### config.mk
export PLATFORM = sky130hd
export DESIGN_NAME = stli_div
export DESIGN_NICKNAME = d
export VERILOG_FILES = /design/src/sv/stli_pkg.sv /design/src/sv/stli_div.sv
export SDC_FILE = /design/constraint.sdc
export NUM_CORES = 1
export LEC_CHECK = 0
export ABC_AREA = 1
export BUFFER_PORTS_ARGS = -buffer_cell sky130_fd_sc_hd__buf_4
export CORE_UTILIZATION = 52
export CTS_CLUSTER_DIAMETER = 30
export DETAILED_ROUTE_END_ITERATION = 8
export MAX_ROUTING_LAYER = met4
export PLACE_DENSITY_LB_ADDON = 0.25
export REMOVE_ABC_BUFFERS = 1
export SYNTH_ARGS = -nofsm -noshare
export SYNTH_HDL_FRONTEND = slang
export SYNTH_SLANG_ARGS = --single-unit
export TNS_END_PERCENT = 100
### constraint.sdc
create_clock -name clk -period 6 [get_ports clk]
set_clock_uncertainty 0.2 [all_clocks]
set_input_delay 1.2 -clock clk [delete_from_list [all_inputs] [get_ports clk]]
set_output_delay 1.2 -clock clk [all_outputs]
set_load 0.01 [all_outputs]
### src/sv/stli_pkg.sv
// ----------------------------------------------------------------------------
// stli_pkg: shared types and constants
// Table depth, request and status codes, cell control struct.
// ----------------------------------------------------------------------------
package stli_pkg;
	localparam int TableDepth = 64;
	localparam int CntW = $clog2(TableDepth + 1);

	typedef enum logic [1:0] {
		REQ_LOAD  = 2'd0,
		REQ_QUERY = 2'd1,
		REQ_CLEAR = 2'd2,
		REQ_NONE  = 2'd3
	} req_t;

	typedef enum logic [1:0] {
		ST_OK    = 2'd0,
		ST_RANGE = 2'd1,
		ST_EMPTY = 2'd2,
		ST_FULL  = 2'd3
	} status_t;

	// broadcast to every cell
	typedef struct packed {
		logic        load;
		logic        shift;
		logic signed [15:0] x;
		logic signed [15:0] y;
	} cell_ctl_t;
endpackage

### src/sv/stli_div.sv
// ----------------------------------------------------------------------------
// stli_div: iterative signed divider
// Restoring division, one quotient bit per cycle, truncates toward zero.
// ----------------------------------------------------------------------------
module stli_div (
	input  logic               clk,
	input  logic               arst_n,
	input  logic               start,
	input  logic signed [32:0] num,
	input  logic signed [16:0] den,
	output logic               done,
	output logic signed [32:0] quo
);
	import stli_pkg::*;

	logic [32:0] rem_q;
	logic [32:0] quo_q;
	logic [16:0] dabs_q;
	logic        neg_q;
	logic [5:0]  cnt_q;
	logic        busy_q;
	logic [33:0] trial;

	assign trial = {rem_q[32:0], quo_q[32]} - {17'd0, dabs_q};

	always_ff @(posedge clk or negedge arst_n) begin
		if (!arst_n) begin
			busy_q <= 1'b0;
			done   <= 1'b0;
			cnt_q  <= '0;
		end else begin
			done <= 1'b0;
			if (start) begin
				busy_q <= 1'b1;
				cnt_q  <= 6'd33;
				rem_q  <= '0;
				quo_q  <= num[32] ? 33'(-num) : 33'(num);
				dabs_q <= den[16] ? 17'(-den) : 17'(den);
				neg_q  <= num[32] ^ den[16];
			end else if (busy_q) begin
				if (!trial[33]) begin
					rem_q <= trial[32:0];
					quo_q <= {quo_q[31:0], 1'b1};
				end else begin
					rem_q <= {rem_q[31:0], quo_q[32]};
					quo_q <= {quo_q[31:0], 1'b0};
				end
				cnt_q <= cnt_q - 6'd1;
				if (cnt_q == 6'd1) begin
					busy_q <= 1'b0;
					done   <= 1'b1;
				end
			end
		end
	end

	assign quo = neg_q ? 33'(-quo_q) : 33'(quo_q);
endmodule

Word level (Yosys, flattened, before mapping)
Cells that the tools add are included.

cells by class
  $add $sub $neg = 5
  multiply operators = 0
  div/mod/pow operators = 0
  magnitude comparators = 0
  eq/ne operators = 1
  shift operators = 0
  mux-type cells = 16
  bitwise logic cells = 1
  reduce and logical (&&, ||, !) cells = 3

operators by type and width
  operator                                             count
  2-to-1 mux 33 bit                                    6
  negation 33 bit                                      2
  subtractor 34 x 17 -> 34 bit                         1
  negation 17 bit                                      1
  2-to-1 mux 16 bit                                    1
  2-to-1 mux 6 bit                                     2
  2-to-1 mux 1 bit                                     7
  equality test 6 x 1 -> 1 bit, second input constant  1
  subtractor 6 x 1 -> 6 bit, second input constant     1
  AND reduction 2 bit                                  2
  nonzero test 2 bit                                   1
  bitwise XOR 1 bit                                    1

word-level totals
  register bits = 92
  latch bits = 0
  bits in writable memories = 0
  bits in read-only memories = 0
  input port bits = 53
  output and inout bits = 34
  logic and storage cells = 34
  memories kept = 0

Logic depth before layout (Yosys ltp)
  depth in word-level cells = 4
  mapped depth = 18

Worst setup path before layout
OpenSTA, ideal clock, no wires.

  path type = input-to-reg
  start point = input start
  end point = register quo_q[0] (enable)
  setup time = 0.423 ns
  arrival = 3.137 ns
  path slack = 2.240 ns
  stages = 4
  path through = clkbuf_1 > nor2_1 > clkbuf_1 > nor2_1

on the way
  word-level cells in the longest chain between the ends = 2

RTL lines
  item                           line            RTL
  start, declared                stli_div.sv:8   input logic start,
  nonzero test 2 bit (no line)   --
  AND reduction 2 bit (no line)  --
  end signal, assigned           stli_div.sv:37  quo_q <= num[32] ? 33'(-num) : 33'(num);
  end signal, assigned           stli_div.sv:43  quo_q <= {quo_q[31:0], 1'b1};
  end signal, assigned           stli_div.sv:46  quo_q <= {quo_q[31:0], 1'b0};
  end, declared                  stli_div.sv:17  logic [32:0] quo_q;

Every way passes these cells.
A chain may end at the register's enable or synchronous reset.

Worst setup path after layout
  start point = register quo_q[0]
  end point = output quo[32]

on the way
  word-level cells in the longest chain between the ends = 2

RTL lines
  item               line            RTL
  negation 33 bit    stli_div.sv:57  assign quo = neg_q ? 33'(-quo_q) : 33'(quo_q);
  2-to-1 mux 33 bit  stli_div.sv:57
  end, declared      stli_div.sv:12  output logic signed [32:0] quo

Every way passes these cells.

==> flow_summary.ini <==
[synth]
synth_top_area_cell = edfxtp_1
syn_avg_cell_area_um2 = 6.72
async_reset_ff_frac = 0.0870
ys_types = 43
yosysSeqAreaShare = 0.328
yosysTopAreaCellShare = 0.304
ys_seq_elements = 92
ys.flop_type = edfxtp_1
synthCells = 1235
netlist_top_cells_area = edfxtp_1 30%, nand2_1 17%, inv_1 8.5%
synth_area_mm2 = 0.00830
yosysWarnings = 0
synth-edff-count = 84

[cells_and_area]
instances_no_fill = 1522
diodes = 0
drive_gt1_frac = 0.122
nets = 1382
area_growth_pct = 12.9
final_core_utilization = 0.610
stdcell_area_mm2 = 0.00938

[critical_path]
r2r_start = busy_q
crit_type = flop to output port
crit_buf_inv = 2
critPathMaxStageDelay_ns = 0.39
cp_top_family = simple AND/OR/NAND/NOR gates
worstPathArrival_ns = 2.59
end_kind = output port
crit_fanout = 5
worstPathCellList = inv_1 -> ha_1 -> nand3_1 -> nor2_2 -> nand4_1 -> nor2_2 -> nand4_1 -> a21oi_1 -> xor2_1 -> buf_4
worstPathRequired_ns = 4.60
slowest_stage = edfxtp_1
rrSetupSlack_ns = 3.07
r2r-end = rem_q[13]
startpoint_type = flop
worstRegToRegCells = 5

[clock_network]
clk_latency_ns = 0.36
postCtsSetupRepairBufs = 0
cts_sinks = 92
cts_tree = yes
clkTransAtPathRegs_ns = 0.06
cts-root-buf = clkbuf_16
ctsResizeCount = 0
cts_buffers = 9
cts_hold_buf = 0
clockBufferDepth = 2
h-tree-depth = 3

[run]
cap_violations = 0

[placed_design]
dp.cells = 1506
gp_congestion = 0.947
port_buffers = 86
dpl_cell_area_mm2 = 0.00908
place_ws_ns = 2.43
dpl.hpwl_um = 16100

[pwr]
ir_worst_vdd_uv = 155
p_per_area_mw_per_mm2 = 234
leakage_nw = 4.63
finalPower_mw = 2.20

[sta]
timing.setup.tns_ns = 0
drv_slew = 0
layout_min_cycle_time_ns = 3.99
max_freq_ghz = 0.251
rsz0062_at_grt = no
setup_viol = 0
maxSlewHeadroom = 0.423
holdWs_ns = 0.294
layout_worst_path_cycle_share = 0.665
hold_viol = 0
worst_pin_slew_ns = 0.866
setup_slack_ns = 2.01

[detailed_routing]
met3_length_um = 1220
dr.first_iter.drc_count = 617
route.detailed.drc = 0
ant_nets = 0
drt_pass1_iterations = 5
wl_per_cell_um = 14.0
met1_length_um = 9330
route.met2.wl_um = 10200
viasPerCell = 5.23
vias = 7959
dr.max_layer_used = met4
wirelength_um = 21200

[min_path]
min_path_type = flop to flop
whs_path_depth = 1
min_to = cnt_q[5]
hp-start = cnt_q[5]

[grt]
antenna_found_initial = 0
grt_use_total = 0.281
grt_start_max_net_pins = 45
grt_overflow = 0
first_global_vias = 7520
grt_pass1_wl_um = 35500

[floorplanning]
std_cell_rows = 45
coreArea_mm2 = 0.0154
io_pins = 87
die_w_um = 128
dieArea_mm2 = 0.0165
dieHeight_um = 128
start_util = 0.540

[status]
status = completed
[synth_stat cells (all sizes together) (3+ instances only)]
| master | n |
|---|---|
| a31oi | 3 |
| nand3b | 3 |
| and2 | 3 |
| o31ai | 7 |
| nor2 | 127 |
| ha | 22 |
| xnor2 | 24 |
| o21ai | 60 |
| or2 | 3 |
| xor2 | 56 |
| dfrtp | 8 |
| buf | 12 |
| nor4 | 5 |
| nand2 | 399 |
| nand4 | 21 |
| edfxtp | 84 |
| nand3 | 113 |
| clkinv | 3 |
| nor3 | 19 |
| inv | 195 |
| a21oi | 43 |
| clkbuf | 19 |
[cells by family (layout without fill, tap and decap cells)]
group                      Yosys count  count (layout)  share of synthesized area
buffers and inverters              229             305                      0.110
DFF                                 92              92                      0.328
adders and majority gates           23              23                     0.0356
xor gates and xnor gates            80              80                     0.0844
AOI/OAI and AO/OA                  116             116                     0.0753
and+or+nand+nor                    695             695                      0.367
[state kept, by name (all words and copies together), names as in the netlist]
name	cells
neg_q	1
done	1
cnt_q	6
rem_q	33
quo_q	33
dabs_q	17
busy_q	1
[worst reg2reg max path, delay by kind of cell (launching register included)]
family / cells / cell delay [ns]
simple gates: 2 / 0.45
flops: 1 / 0.91
compound gates: 1 / 0.16
buf+inv: 2 / 1.06
[power breakdown]
| part | switching, mW | internal [mW] |
|---|---|---|
| clock | 0.256 | 0.325 |
| sequential | 0.0680 | 0.790 |
| combinational | 0.470 | 0.288 |
| total | 0.794 | 1.40 |
[placed cells by master, fill, tap and decap left out, drive strengths merged, types with 6 or more instances in the layout]
cell type	n
edfxtp	84
clkbuf	11
a21oi	43
nand2	399
o31ai	7
nor3	19
dfrtp	8
nor2	127
xor2	56
nand3	113
clkinv	6
nand4	21
xnor2	24
o21ai	60
buf	91
inv	196
ha	22
[final cells by class]
| cell class | count | area (um2) |
|---|---|---|
| multi-input combinational | 914 | 4670 |
| tap | 211 | 264 |
| clock inverter | 5 | 60.1 |
| inverter | 198 | 743 |
| clock buffer | 11 | 233 |
| fill | 1455 | 5990 |
| sequential | 92 | 2720 |
| timing repair buffer | 91 | 683 |
[metal layers]
metal	vias to the layer above	global-route usage
met5	-	-
met4	0	0.0893
met3	42	0.0507
met2	238	0.472
met1	3605	0.344
li1	4074	-
[how the worst max path moves through the flow]
stage                     depth (start not counted)  endpoint     start  slack (ns)
after floorplan                                   2  quo_q[0]     start        2.49
after global placement                           11   quo[30]  quo_q[0]        2.53
after detailed placement                         10   quo[32]  quo_q[0]        2.43
after CTS                                        10   quo[32]  quo_q[0]        2.02
after global routing                             10   quo[27]  quo_q[1]        1.84
final                                            10   quo[32]  quo_q[0]        2.01
Power figures use the tool's default switching activity.
