==> src/sv/stli_pkg.sv <==
// ----------------------------------------------------------------------------
// stli_pkg: shared types and constants
// Table depth, request and status codes, cell control struct.
// ----------------------------------------------------------------------------
package stli_pkg;
	localparam int TableDepth = 64;
	localparam int CntW = $clog2(TableDepth + 1);

	typedef enum logic [1:0] {
		REQ_LOAD  = 2'd0,
		REQ_QUERY = 2'd1,
		REQ_CLEAR = 2'd2,
		REQ_NONE  = 2'd3
	} req_t;

	typedef enum logic [1:0] {
		ST_OK    = 2'd0,
		ST_RANGE = 2'd1,
		ST_EMPTY = 2'd2,
		ST_FULL  = 2'd3
	} status_t;

	// broadcast to every cell
	typedef struct packed {
		logic        load;
		logic        shift;
		logic signed [15:0] x;
		logic signed [15:0] y;
	} cell_ctl_t;
endpackage

==> src/sv/stli_cell.sv <==
// ----------------------------------------------------------------------------
// stli_cell: one table slot
// Holds one point; on insert it either keeps, takes the new point or takes
// its left neighbour's point. During a scan it shifts its point rightwards.
// ----------------------------------------------------------------------------
module stli_cell (
	input  logic                       clk,
	input  stli_pkg::cell_ctl_t        ctl,
	input  logic                       valid_in,   // this slot holds a point
	input  logic                       left_gt,    // left neighbour x > new x
	input  logic                       left_valid,
	input  logic signed [15:0]         left_x,
	input  logic signed [15:0]         left_y,
	output logic signed [15:0]         x_q,
	output logic signed [15:0]         y_q,
	output logic                       gt
);
	import stli_pkg::*;

	assign gt = valid_in && (x_q > ctl.x);

	always_ff @(posedge clk) begin
		if (ctl.load) begin
			if (left_valid && left_gt) begin
				x_q <= left_x;
				y_q <= left_y;
			end else if (!valid_in || gt) begin
				if (!valid_in || !(left_valid && left_gt)) begin
					x_q <= ctl.x;
					y_q <= ctl.y;
				end
			end
		end else if (ctl.shift) begin
			x_q <= left_x;
			y_q <= left_y;
		end
	end
endmodule

==> config.mk <==
export PLATFORM = sky130hd
export DESIGN_NAME = stli_cell
export DESIGN_NICKNAME = d
export VERILOG_FILES = /design/src/sv/stli_pkg.sv /design/src/sv/stli_cell.sv
export SDC_FILE = /design/constraint.sdc
export NUM_CORES = 1
export LEC_CHECK = 0
export BUFFER_PORTS_ARGS = -buffer_cell sky130_fd_sc_hd__buf_2
export CAP_MARGIN = 40
export CORE_ASPECT_RATIO = 1.4
export CORE_MARGIN = 3
export CORE_UTILIZATION = 35
export CTS_BUF_LIST = sky130_fd_sc_hd__clkbuf_16
export CTS_CLUSTER_SIZE = 14
export DETAILED_ROUTE_END_ITERATION = 8
export GPL_TIMING_DRIVEN = 0
export HOLD_SLACK_MARGIN = 0.02
export PLACE_DENSITY = 0.74
export SLEW_MARGIN = 20
export SYNTH_ARGS = -nofsm -noshare
export SYNTH_HDL_FRONTEND = slang
export SYNTH_SLANG_ARGS = --single-unit
==> constraint.sdc <==
create_clock -name clk -period 4.2 [get_ports clk]
set_clock_uncertainty 0.05 [all_clocks]
set_input_delay 0.21 -clock clk [delete_from_list [all_inputs] [get_ports clk]]
set_output_delay 0.21 -clock clk [all_outputs]
set_load 0.05 [all_outputs]
## Yosys cells after proc, flatten, opt, wreduce, memory -nomap -nowiden

Cells that the tools add are included.

| storage, ports and cells | value |
|---|---|
| flip-flop bits (word level) | 32 |
| input port bits | 70 |
| output and inout bits | 33 |
| logic and storage cells | 23 |

| cells by class | value |
|---|---|
| magnitude comparators | 1 |
| equal/unequal tests | 2 |
| mux-type cells | 10 |
| reductions and logical operators | 8 |

Operators by type and width:

| kind | number |
|---|---|
| two-way mux 16 bit | 10 |
| > comparator 16 bit | 1 |
| != test 3 x 1 -> 1 bit (second input constant) | 2 |
| AND reduction 3 bit | 1 |
| logical AND 1 bit | 2 |
| zero test 1 bit | 2 |
| logical OR 1 bit | 2 |
| nonzero test 2 bit | 1 |

## Depth between registers and ports, before layout

Gate-level depths: netlist of the first run.

| logic depth | value |
|---|---|
| word-level depth | 7 |
| gate-level depth with buffers | 8 |
| depth with buffers taken out | 8 |

## Worst setup path before layout of the first run

Ideal clock, no wire load.

| timing | value |
|---|---|
| path type | register to register |
| start point | reg x_q[15] |
| end point | reg x_q[0] (enable) |
| setup time | 0.441 ns |
| data arrival time | 3.481 ns |
| data required time | 3.709 ns |
| path slack | 0.228 ns |
| cell stages (with the launch flop) | 8 |
| path buffers | 0 |
| clock period less this slack | 3.972 ns |
| path through | edfxtp_1 > ha_1 > and4_4 > nand4_1 > a211oi_2 > nor3_2 > mux2i_1 > a31oi_1 |

| between the ends | value |
|---|---|
| longest elaborated chain between the ends | 5 |

RTL lines:

| what | RTL line | text |
|---|---|---|
| from (decl) | stli_cell.sv:14 | `output logic signed [15:0] x_q,` |
| from (signal assigned) | stli_cell.sv:25 | `x_q <= left_x;` |
| from (signal assigned) | stli_cell.sv:29 | `x_q <= ctl.x;` |
| from (signal assigned) | stli_cell.sv:34 | `x_q <= left_x;` |
| > comparator 16 bit | stli_cell.sv:20 | `assign gt = valid_in && (x_q > ctl.x);` |
| logical AND 1 bit | stli_cell.sv:20 |  |
| logical OR 1 bit | stli_cell.sv:27 | `end else if (!valid_in \|\| gt) begin` |
| != test 3 x 1 -> 1 bit (no source line) | - |  |
| AND reduction 3 bit (no source line) | - |  |

Every way passes these cells.
A chain may end at the register's enable or synchronous reset.

## Worst setup path in the final report of the first run

| timing | value |
|---|---|
| start point | reg x_q[14] |
| end point | reg x_q[1] (enable) |

Same word-level chain as after synthesis.

==> results of run 1 <==
per-layer routing:
metal / vias up / routed length, um / part of all wire (%)
li1: 697 / - / -
met1: 632 / 1426 / 35
met5: - / 0 / 0
met2: 65 / 2215 / 54
met4: 0 / 65 / 1.6
met3: 6 / 367 / 9.0
logic make-up (layout without fill, tap and decap cells):
kind of cell / Yosys count / count (layout)
fa+ha+maj: 16 / 16
flops: 32 / 32
buf+inv: 19 / 130
simple gates: 12 / 12
mux: 33 / 33
compound gates: 13 / 13
worst max-delay path, stage by stage (launching register included):
cell and delay, ps:
edfxtp_1 400, ha_1 330, and4_4 230, nand4_1 160, a211oi_2 250, nor3_2 70, mux2i_1 180, a31oi_4 530
buf_16 230
cell usage after synthesis, types with 2 or more instances:
| cell | n |
|---|---|
| buf_2 | 3 |
| ha_1 | 16 |
| a21oi_1 | 3 |
| a21o_1 | 3 |
| inv_1 | 16 |
| edfxtp_1 | 32 |
| nand4_1 | 3 |
| mux2_2 | 32 |
| nand3_1 | 2 |
flip-flops by register name, indices dropped and copies added, names as in the netlist:
name	cells
y_q	16
x_q	16
cell type report:
class	count	share of cell area, %
clock buffers	5	4.838
inverters	16	2.322
flip-flops and latches	32	37.16
clock inverters	3	1.451
well taps	64	3.096
repair buffers	103	20.80
plain buffers	3	0.5806
multi-input cells	74	29.75
path summary, 6_finish.rpt:
path	depth (start not counted)	slack [ps]	start	to
setup reg to reg	8	1460	x_q[14]	x_q[1]
setup / recovery	8	1460	x_q[14]	x_q[1]
hold reg to reg	4	1300	x_q[15]	x_q[3]
hold / removal	2	190	left_x[0]	x_q[0]
per-stage QoR:
step / cell area [um2] / setup slack [ps] / power (mW)
after detailed placement: 2424 / 1427 / 0.7222
final: 2586 / 1463 / 1.108
after global placement: 2381 / -253.5 / 0.7107
after global routing: 2586 / 1305 / 1.158
after CTS: 2586 / 1434 / 1.124
after floorplan: 1790 / 228.4 / 0.6280
where the power goes:
group / leakage (nW) / switching, mW / total, mW / internal [mW]
Combinational: 0.832 / 0.200 / 0.303 / 0.103
Sequential: 0.323 / 0.0129 / 0.409 / 0.396
Clock: 0.0789 / 0.121 / 0.397 / 0.275
==> flow_summary_export.csv, run 1 <==
group,metric,value,unit
route,drc,0,
yosys,synth_xor_area_share,0,%
route,drt_iter0_drc,20,
final_layout,final_util,53.00,%
place,dpl.hpwl,3432,um
clocking,clkTransAtPathRegs,50,ps
global_route,grt_antenna_before_repair,0,
floorplan,design.die.area,6022,um2
pwr,p_leak,1.234,nW
place,dp_cells,292,
global_route,met1_usage,13.82,%
yosys,async_flop_share,0,%
yosys,synth_top_family_by_area,"multiplexers",
timing,whs,191.7,ps
yosys,synth_top_area_share,53.67,%
route,wl,4075,um
global_route,gr-usage-met3,4.857,%
place,portBuffers,102,
timing,tightest_slew,550.6,ps
timing,setup_violations,0,
yosys,ys_types,24,
clocking,clock-root-buffer,"clkbuf_16",
route,wl_per_cell,13.58,um
clocking,post_cts_buffers,0,
worst_setup_path,cp-start-kind,"flip-flop",
clocking,cts_tree,"done",
final_layout,nets,321,
final_layout,final_cell_mix,"105 x buf_2, 32 x mux2_2, 32 x edfxtp_1",
final_layout,drive_above_1_share,63.56,%
yosys,synthCells,125,
clocking,clockBufferDepth,2,
yosys,yosys_most_used_dff,"edfxtp_1",
global_route,grt_pass1_wl,6479,um
clocking,clock_sinks,32,
yosys,synth_edf_count,32,
worst_setup_path,crit_type,"flip-flop to flip-flop",
yosys,synthSimpleGateAreaFrac,4.403,%
global_route,gr-total-overflow,0,
timing,rsz0062_at_grt,"no",
floorplan,die_h,90.63,um
min_path,hp-class,"input port to flip-flop",
clocking,cts-resized-gates,0,
pwr,power_density,428.6,nW/um2
clocking,cts_buffers,5,
final_layout,antennaDiodeCount,0,
final_layout,layout_commonest_cell,"buf_2",
yosys,synth_area_leaders,"edfxtp_1 54%, mux2_2 20%, ha_1 11%",
global_route,grt_pass1_vias,1507,
route,dr.pass1.iters,3,
floorplan,rows,30,
timing,period_share,65.16,%
yosys,yosys_warnings,0,
yosys,synth_top_area_cell,"edfxtp_1",
floorplan,io_pins,103,
yosys,synth_mux_area_share,20.68,%
clocking,htree_levels,2,
yosys,ys_ff_latch,32,
yosys,syn_area_per_cell,14.32,um2
global_route,gr-usage-all-layers,13.93,%
clocking,insertion_delay,270,ps
timing,maxSlewViolCount,0,
global_route,use_met2,25.35,%
timing,timing.fmax,365.4,MHz
floorplan,die_w,66.45,um
route,via_count,1400,
timing,hold_viol,0,
timing,relSlewSlack,63.30,%
route,vias_per_cell,4.667,
final_layout,area_growth,44.44,%
floorplan,initial_core_util,36.69,%
worst_setup_path,critPathArrivalTime,2660,ps
yosys,synth_compound_gate_area_share,5.870,%
final_layout,multi_input_area,769.5,um2
worst_setup_path,worstPathRequired,4120,ps
yosys,synth_nets,211,
yosys,synth_fa_ha_area_share,11.18,%
global_route,busiest_layer,"met2",
pwr,ir_worst_vdd,0.2668,mV
global_route,grt_max_degree,23,
flow_run,maxCapViolations,0,
timing,finalCriticalPeriod,2737,ps
worst_setup_path,critPathCaptureType,"flip-flop",
clocking,postCtsHoldBufs,0,
final_layout,stdcell_count,300,
final_layout,fillers,458,
worst_setup_path,crit_fanout,22,
yosys,yosysSeqAreaShare,53.67,%
timing,tns,0,ps
route,ant_nets,0,
final_layout,ff_latch_area,960.9,um2
run_status,status,"finished, final reports clean",
yosys,syn_area,1790,um2
place,place.gp.congestion,0.6974,
floorplan,coreArea,4880,um2
(Power assumes the default switching activity.)
==> run 2, diff against run 1 <==
Clock period 4.2 ns to 2.6 ns, I/O delays scaled along.
==> run 2 against run 1 <==
  * Critical path depth stayed put
  * Routed wire length is 1.6% lower
  * Die area unchanged
  * Combinational power is 68% higher
  * Via count is essentially flat
  * Sequential cell count unchanged
  * Critical path type is now flip-flop to output pin
  * Largest power group unchanged
==> flow_summary_export.csv, run 2 (synthesis gave the netlist of run 1 again) <==
group,metric,value,unit
floorplan,io_pins,103,
pwr,power_density,657.3,nW/um2
final_layout,area_growth,46.54,%
global_route,grt_pass1_wl,6430,um
route,dr.pass1.iters,3,
final_layout,final_cell_mix,"104 x buf_2, 32 x mux2_2, 32 x edfxtp_1",
final_layout,antennaDiodeCount,0,
timing,hold_viol,0,
timing,maxSlewViolCount,0,
final_layout,top_regs,"x_q: 16 flops, y_q: 16 flops",
worst_setup_path,critPathCaptureType,"output pin",
timing,rsz0062_at_grt,"yes",
worst_setup_path,worstPathRequired,2420,ps
route,drc,0,
worst_setup_path,reg2regPathDepth,8,
worst_setup_path,cp-startpoint,"x_q[11]",
global_route,grt_antenna_before_repair,0,
timing,setup_violations,0,
worst_setup_path,endpoint,"gt",
worst_setup_path,reg2reg_slack,110,ps
timing,tightest_slew,346.8,ps
timing,relSlewSlack,76.64,%
global_route,grt_pass1_vias,1445,
worst_setup_path,crit_type,"flip-flop to output pin",
global_route,grt_max_degree,22,
pwr,ir_worst_vdd,0.5146,mV
route,via_count,1401,
route,vias_per_cell,4.654,
timing,timing.fmax,389.8,MHz
worst_setup_path,critPathArrivalTime,2390,ps
pwr,p_leak,1.228,nW
timing,whs,109.3,ps
route,wl,4011,um
final_layout,fillers,432,
clocking,htree_levels,2,
floorplan,die_h,90.63,um
floorplan,coreArea,4880,um2
floorplan,die_w,66.45,um
route,wl_per_cell,13.33,um
clocking,clkTransAtPathRegs,60,ps
floorplan,rows,30,
floorplan,design.die.area,6022,um2
place,dpl.hpwl,3391,um
place,post-place-ws,-130.5,ps
worst_setup_path,cp-start-kind,"flip-flop",
place,place.gp.congestion,0.7123,
place,postPlaceCellArea,2457,um2
final_layout,design_area,2624,um2
final_layout,layout_commonest_cell,"buf_2",
global_route,gr-usage-all-layers,13.85,%
clocking,cts_tree,"done",
flow_run,maxCapViolations,0,
timing,setup_ws,34.57,ps
final_layout,nets,322,
final_layout,stdcell_count,301,
route,drt_iter0_drc,16,
place,dp_cells,292,
worst_setup_path,r2r_start,"x_q[15]",
clocking,cts_buffers,5,
clocking,clock_sinks,32,
global_route,gr-total-overflow,0,
clocking,clock-root-buffer,"clkbuf_16",
timing,period_share,98.67,%
place,portBuffers,102,
min_path,hp-class,"input port to flip-flop",
worst_setup_path,crit_fanout,2,
pwr,total_power,1.725,mW
final_layout,drive_above_1_share,65.82,%
run_status,status,"finished, final reports clean",
worst_setup_path,timing.rr.end,"y_q[3]",
clocking,clockBufferDepth,2,
route,ant_nets,0,
timing,finalCriticalPeriod,2565,ps
floorplan,initial_core_util,36.69,%
clocking,insertion_delay,270,ps
-- run 2: cell types whose count changed in the layout (fill, tap and decap cells not counted), sizes merged --
cell / previous run / this run
clkinvlp: 0 / 2
clkbuf: 5 / 6
bufinv: 1 / 0
clkinv: 2 / 1
-- run 2: power breakdown --
part	switching (mW)	internal, mW
combinational	0.329	0.179
clock	0.206	0.350
sequential	0.0210	0.639
-- run 2: area by class of cell --
cell class	instances	area, um2	area share, %
multi-input cells	74	803.3	30.62
inverters	16	60.06	2.289
well taps	64	80.08	3.052
clock buffers	5	125.1	4.769
repair buffers	104	560.5	21.36
clock inverters	3	18.77	0.7153
plain buffers	3	15.01	0.5722
flip-flops and latches	32	960.9	36.62
-- run 2: through the flow --
stage                     TNS, ps  util, %
final                           0    53.77
after CTS                       0    53.72
after floorplan             -7425        -
after global routing       -27.40    53.77
after detailed placement    -2723    50.36
after global placement     -11380    49.79
-- run 2: timing repair --
item,4_1_cts,5_1_grt
endpoints found under the hold margin,0,0
gates resized for setup,0,1
endpoints found under the setup margin,21,4
gates cloned,0,0
buffers inserted,1,0
hold buffers,0,0
pin swaps,1,0
-- run 2: how the worst min path moves through the flow --
stage                     startpoint  depth (start not counted)      end
after floorplan            left_x[0]                          1   x_q[0]
after global placement     left_x[4]                          2   x_q[4]
after detailed placement     ctl[10]                          2  y_q[10]
after CTS                  left_y[2]                          2   y_q[2]
after global routing          ctl[6]                          2   y_q[6]
final                         ctl[6]                          2   y_q[6]
-- run 2: per-layer routing --
metal	vias up	share of wire [%]	GRT usage, %
li1	695	-	-
met1	635	37	14.59
met2	67	52	24.19
met3	4	9.8	5.604
met4	0	1.5	4.746
met5	-	0	0
-- run 2: worst max-delay path: stages (launching register included) --
cell and delay, ps:
edfxtp_1 390, ha_1 300, and2_1 170, a221o_1 310
a221oi_2 260, nand2_1 110, mux2i_2 270, nor3b_2 80
clkbuf_4 220
==> run 3, diff against run 2 <==
Settings changed: HOLD_SLACK_MARGIN 0.02 to 0.12.
==> run 3 against run 2 <==
  * Core utilization rose by 8.4 points
  * Final cell count rose by 14%
  * Critical path depth did not move
  * Clock-buffer cell count did not move
  * Routed wire length rose by 24%
  * Critical path type unchanged
  * Largest cell class is now buffers
  * Highest routed layer unchanged
==> flow_summary_export.csv, run 3 (synthesis gave the netlist of run 1 again) <==
group,metric,value,unit
pwr,switching_share,32.19,%
worst_setup_path,critPathArrivalTime,2390,ps
clocking,clkTransAtPathRegs,50,ps
floorplan,io_pins,103,
clocking,insertion_delay,270,ps
worst_setup_path,critPathCaptureType,"output pin",
clocking,cts_tree,"done",
global_route,grt_max_degree,22,
floorplan,initial_core_util,36.69,%
timing,maxSlewViolCount,0,
timing,timing.fmax,389.4,MHz
place,portBuffers,102,
place,place.gp.congestion,0.7123,
timing,setup_violations,0,
worst_setup_path,cp-start-kind,"flip-flop",
final_layout,ff_latch_area,960.9,um2
pwr,seqPwrFrac,36.8,%
place,postPlaceCellArea,2457,um2
pwr,power.switching,577.7,uW
clocking,htree_levels,2,
floorplan,coreArea,4880,um2
worst_setup_path,reg2reg_slack,100,ps
run_status,status,"finished, final reports clean",
place,dpl.hpwl,3391,um
timing,tightest_slew,350.4,ps
route,drc,0,
global_route,gr-total-overflow,0,
route,via_count,1596,
final_layout,area_growth,69.46,%
route,wl,4991,um
flow_run,maxCapViolations,0,
final_layout,nets,363,
worst_setup_path,worstPathRequired,2420,ps
pwr,combinationalPowerShare,31.8,%
floorplan,rows,30,
pwr,ir_worst_vdd,0.5211,mV
clocking,clock_sinks,32,
min_path,hp-start,"ctl[21]",
timing,hold_viol,0,
final_layout,final_util,62.18,%
final_layout,drive_above_1_share,56.12,%
floorplan,design.die.area,6022,um2
timing,period_share,98.78,%
clocking,clock-root-buffer,"clkbuf_16",
final_layout,multi_input_area,803.3,um2
route,wl_per_cell,14.59,um
final_layout,fillers,390,
final_layout,design_area,3034,um2
worst_setup_path,crit_fanout,2,
worst_setup_path,timing.rr.end,"x_q[2]",
timing,finalCriticalPeriod,2568,ps
global_route,grt_pass1_wl,7935,um
min_path,holdPathEnd,"x_q[5]",
timing,tns,0,ps
pwr,p_leak,1.400,nW
min_path,whs_path_depth,2,
route,drt_iter0_drc,11,
final_layout,antennaDiodeCount,0,
worst_setup_path,reg2regPathDepth,8,
timing,relSlewSlack,76.50,%
final_layout,top_regs,"x_q: 16 flops, y_q: 16 flops",
clocking,cts_buffers,5,
clocking,clockBufferDepth,2,
final_layout,final_cell_mix,"104 x buf_2, 41 x dlygate4sd3_1, 32 x mux2_2, 32 x edfxtp_1, 16 x inv_1",
route,dr.pass1.iters,4,
pwr,power_density,591.4,nW/um2
route,vias_per_cell,4.667,
pwr,pwr-share-clk,31.3,%
floorplan,die_w,66.45,um
pwr,intPower,1.217,mW
floorplan,die_h,90.63,um
global_route,gr-usage-all-layers,17.32,%
route,ant_nets,0,
worst_setup_path,r2r_start,"x_q[15]",
min_path,hp-class,"input port to flip-flop",
global_route,grt_antenna_before_repair,0,
worst_setup_path,crit_type,"flip-flop to output pin",
final_layout,layout_commonest_cell,"buf_2",
timing,rsz0062_at_grt,"yes",
global_route,grt_pass1_vias,1773,
==> run 3: layout make-up <==
class                           count  area share (%)
Buffer                              3          0.4948
Clock buffer                        5           4.124
Clock inverter                      3          0.6186
Inverter                           16           1.979
Multi-Input combinational cell     74           26.47
Sequential cell                    32           31.67
Tap cell                           64           2.639
Timing Repair Buffer              145           32.00
==> run 3: power by group through the flow <==
stage                     clock network [mW]  logic (mW)  registers [mW]
after floorplan                            0       0.161           0.866
after global placement                     0       0.491           0.671
after detailed placement                   0       0.506           0.672
after CTS                              0.575       0.569           0.661
after global routing                   0.599       0.608           0.667
final                                  0.562       0.571           0.661
==> run 3: through the flow <==
step                power [mW]  cells  hold slack (ps)  setup slack, ps
global placement         1.162    291            381.4           -356.8
CTS                      1.805    342            120.0            15.82
floorplan                1.026    125            299.9           -231.6
global route             1.874    342            123.1           -22.26
finish                   1.794    342            125.6            31.66
detailed placement       1.178    292            385.3           -130.5
==> run 3: worst max-delay path by stage <==
stage / start / to / slack (ps) / cells after the start
2_1_floorplan: x_q[14] / x_q[0] / -230 / 7
3_3_place_gp: x_q[15] / y_q[3] / -360 / 7
3_5_place_dp: x_q[15] / y_q[3] / -130 / 8
4_1_cts: x_q[11] / gt / 20 / 8
5_1_grt: x_q[9] / gt / -20 / 8
6_report: x_q[11] / gt / 30 / 8
==> run 3: worst max-delay path: stages (launching register included) <==
cell      delay [ps]
edfxtp_1         390
ha_1             300
and2_1           170
a221o_1          310
a221oi_2         260
nand2_1          110
mux2i_2          270
nor3b_2           80
clkbuf_4         220
==> run 3: per-layer routing <==
| layer | vias up | wire (um) | GRT usage (%) |
|---|---|---|---|
| met5 | - | 0 | 0 |
| met4 | 0 | 99 | 5.763 |
| met3 | 8 | 433 | 6.476 |
| met2 | 79 | 2683 | 32.15 |
| met1 | 732 | 1774 | 16.88 |
| li1 | 777 | - | - |
==> run 3: what timing repair did <==
| item | 4_1_cts | 5_1_grt |
|---|---|---|
| resized for setup | 0 | 1 |
| setup buffers | 1 | 0 |
| setup endpoints to repair | 21 | 21 |
| hold buffers | 41 | 0 |
| pin swaps | 1 | 0 |
| endpoints found under the hold margin | 29 | 0 |
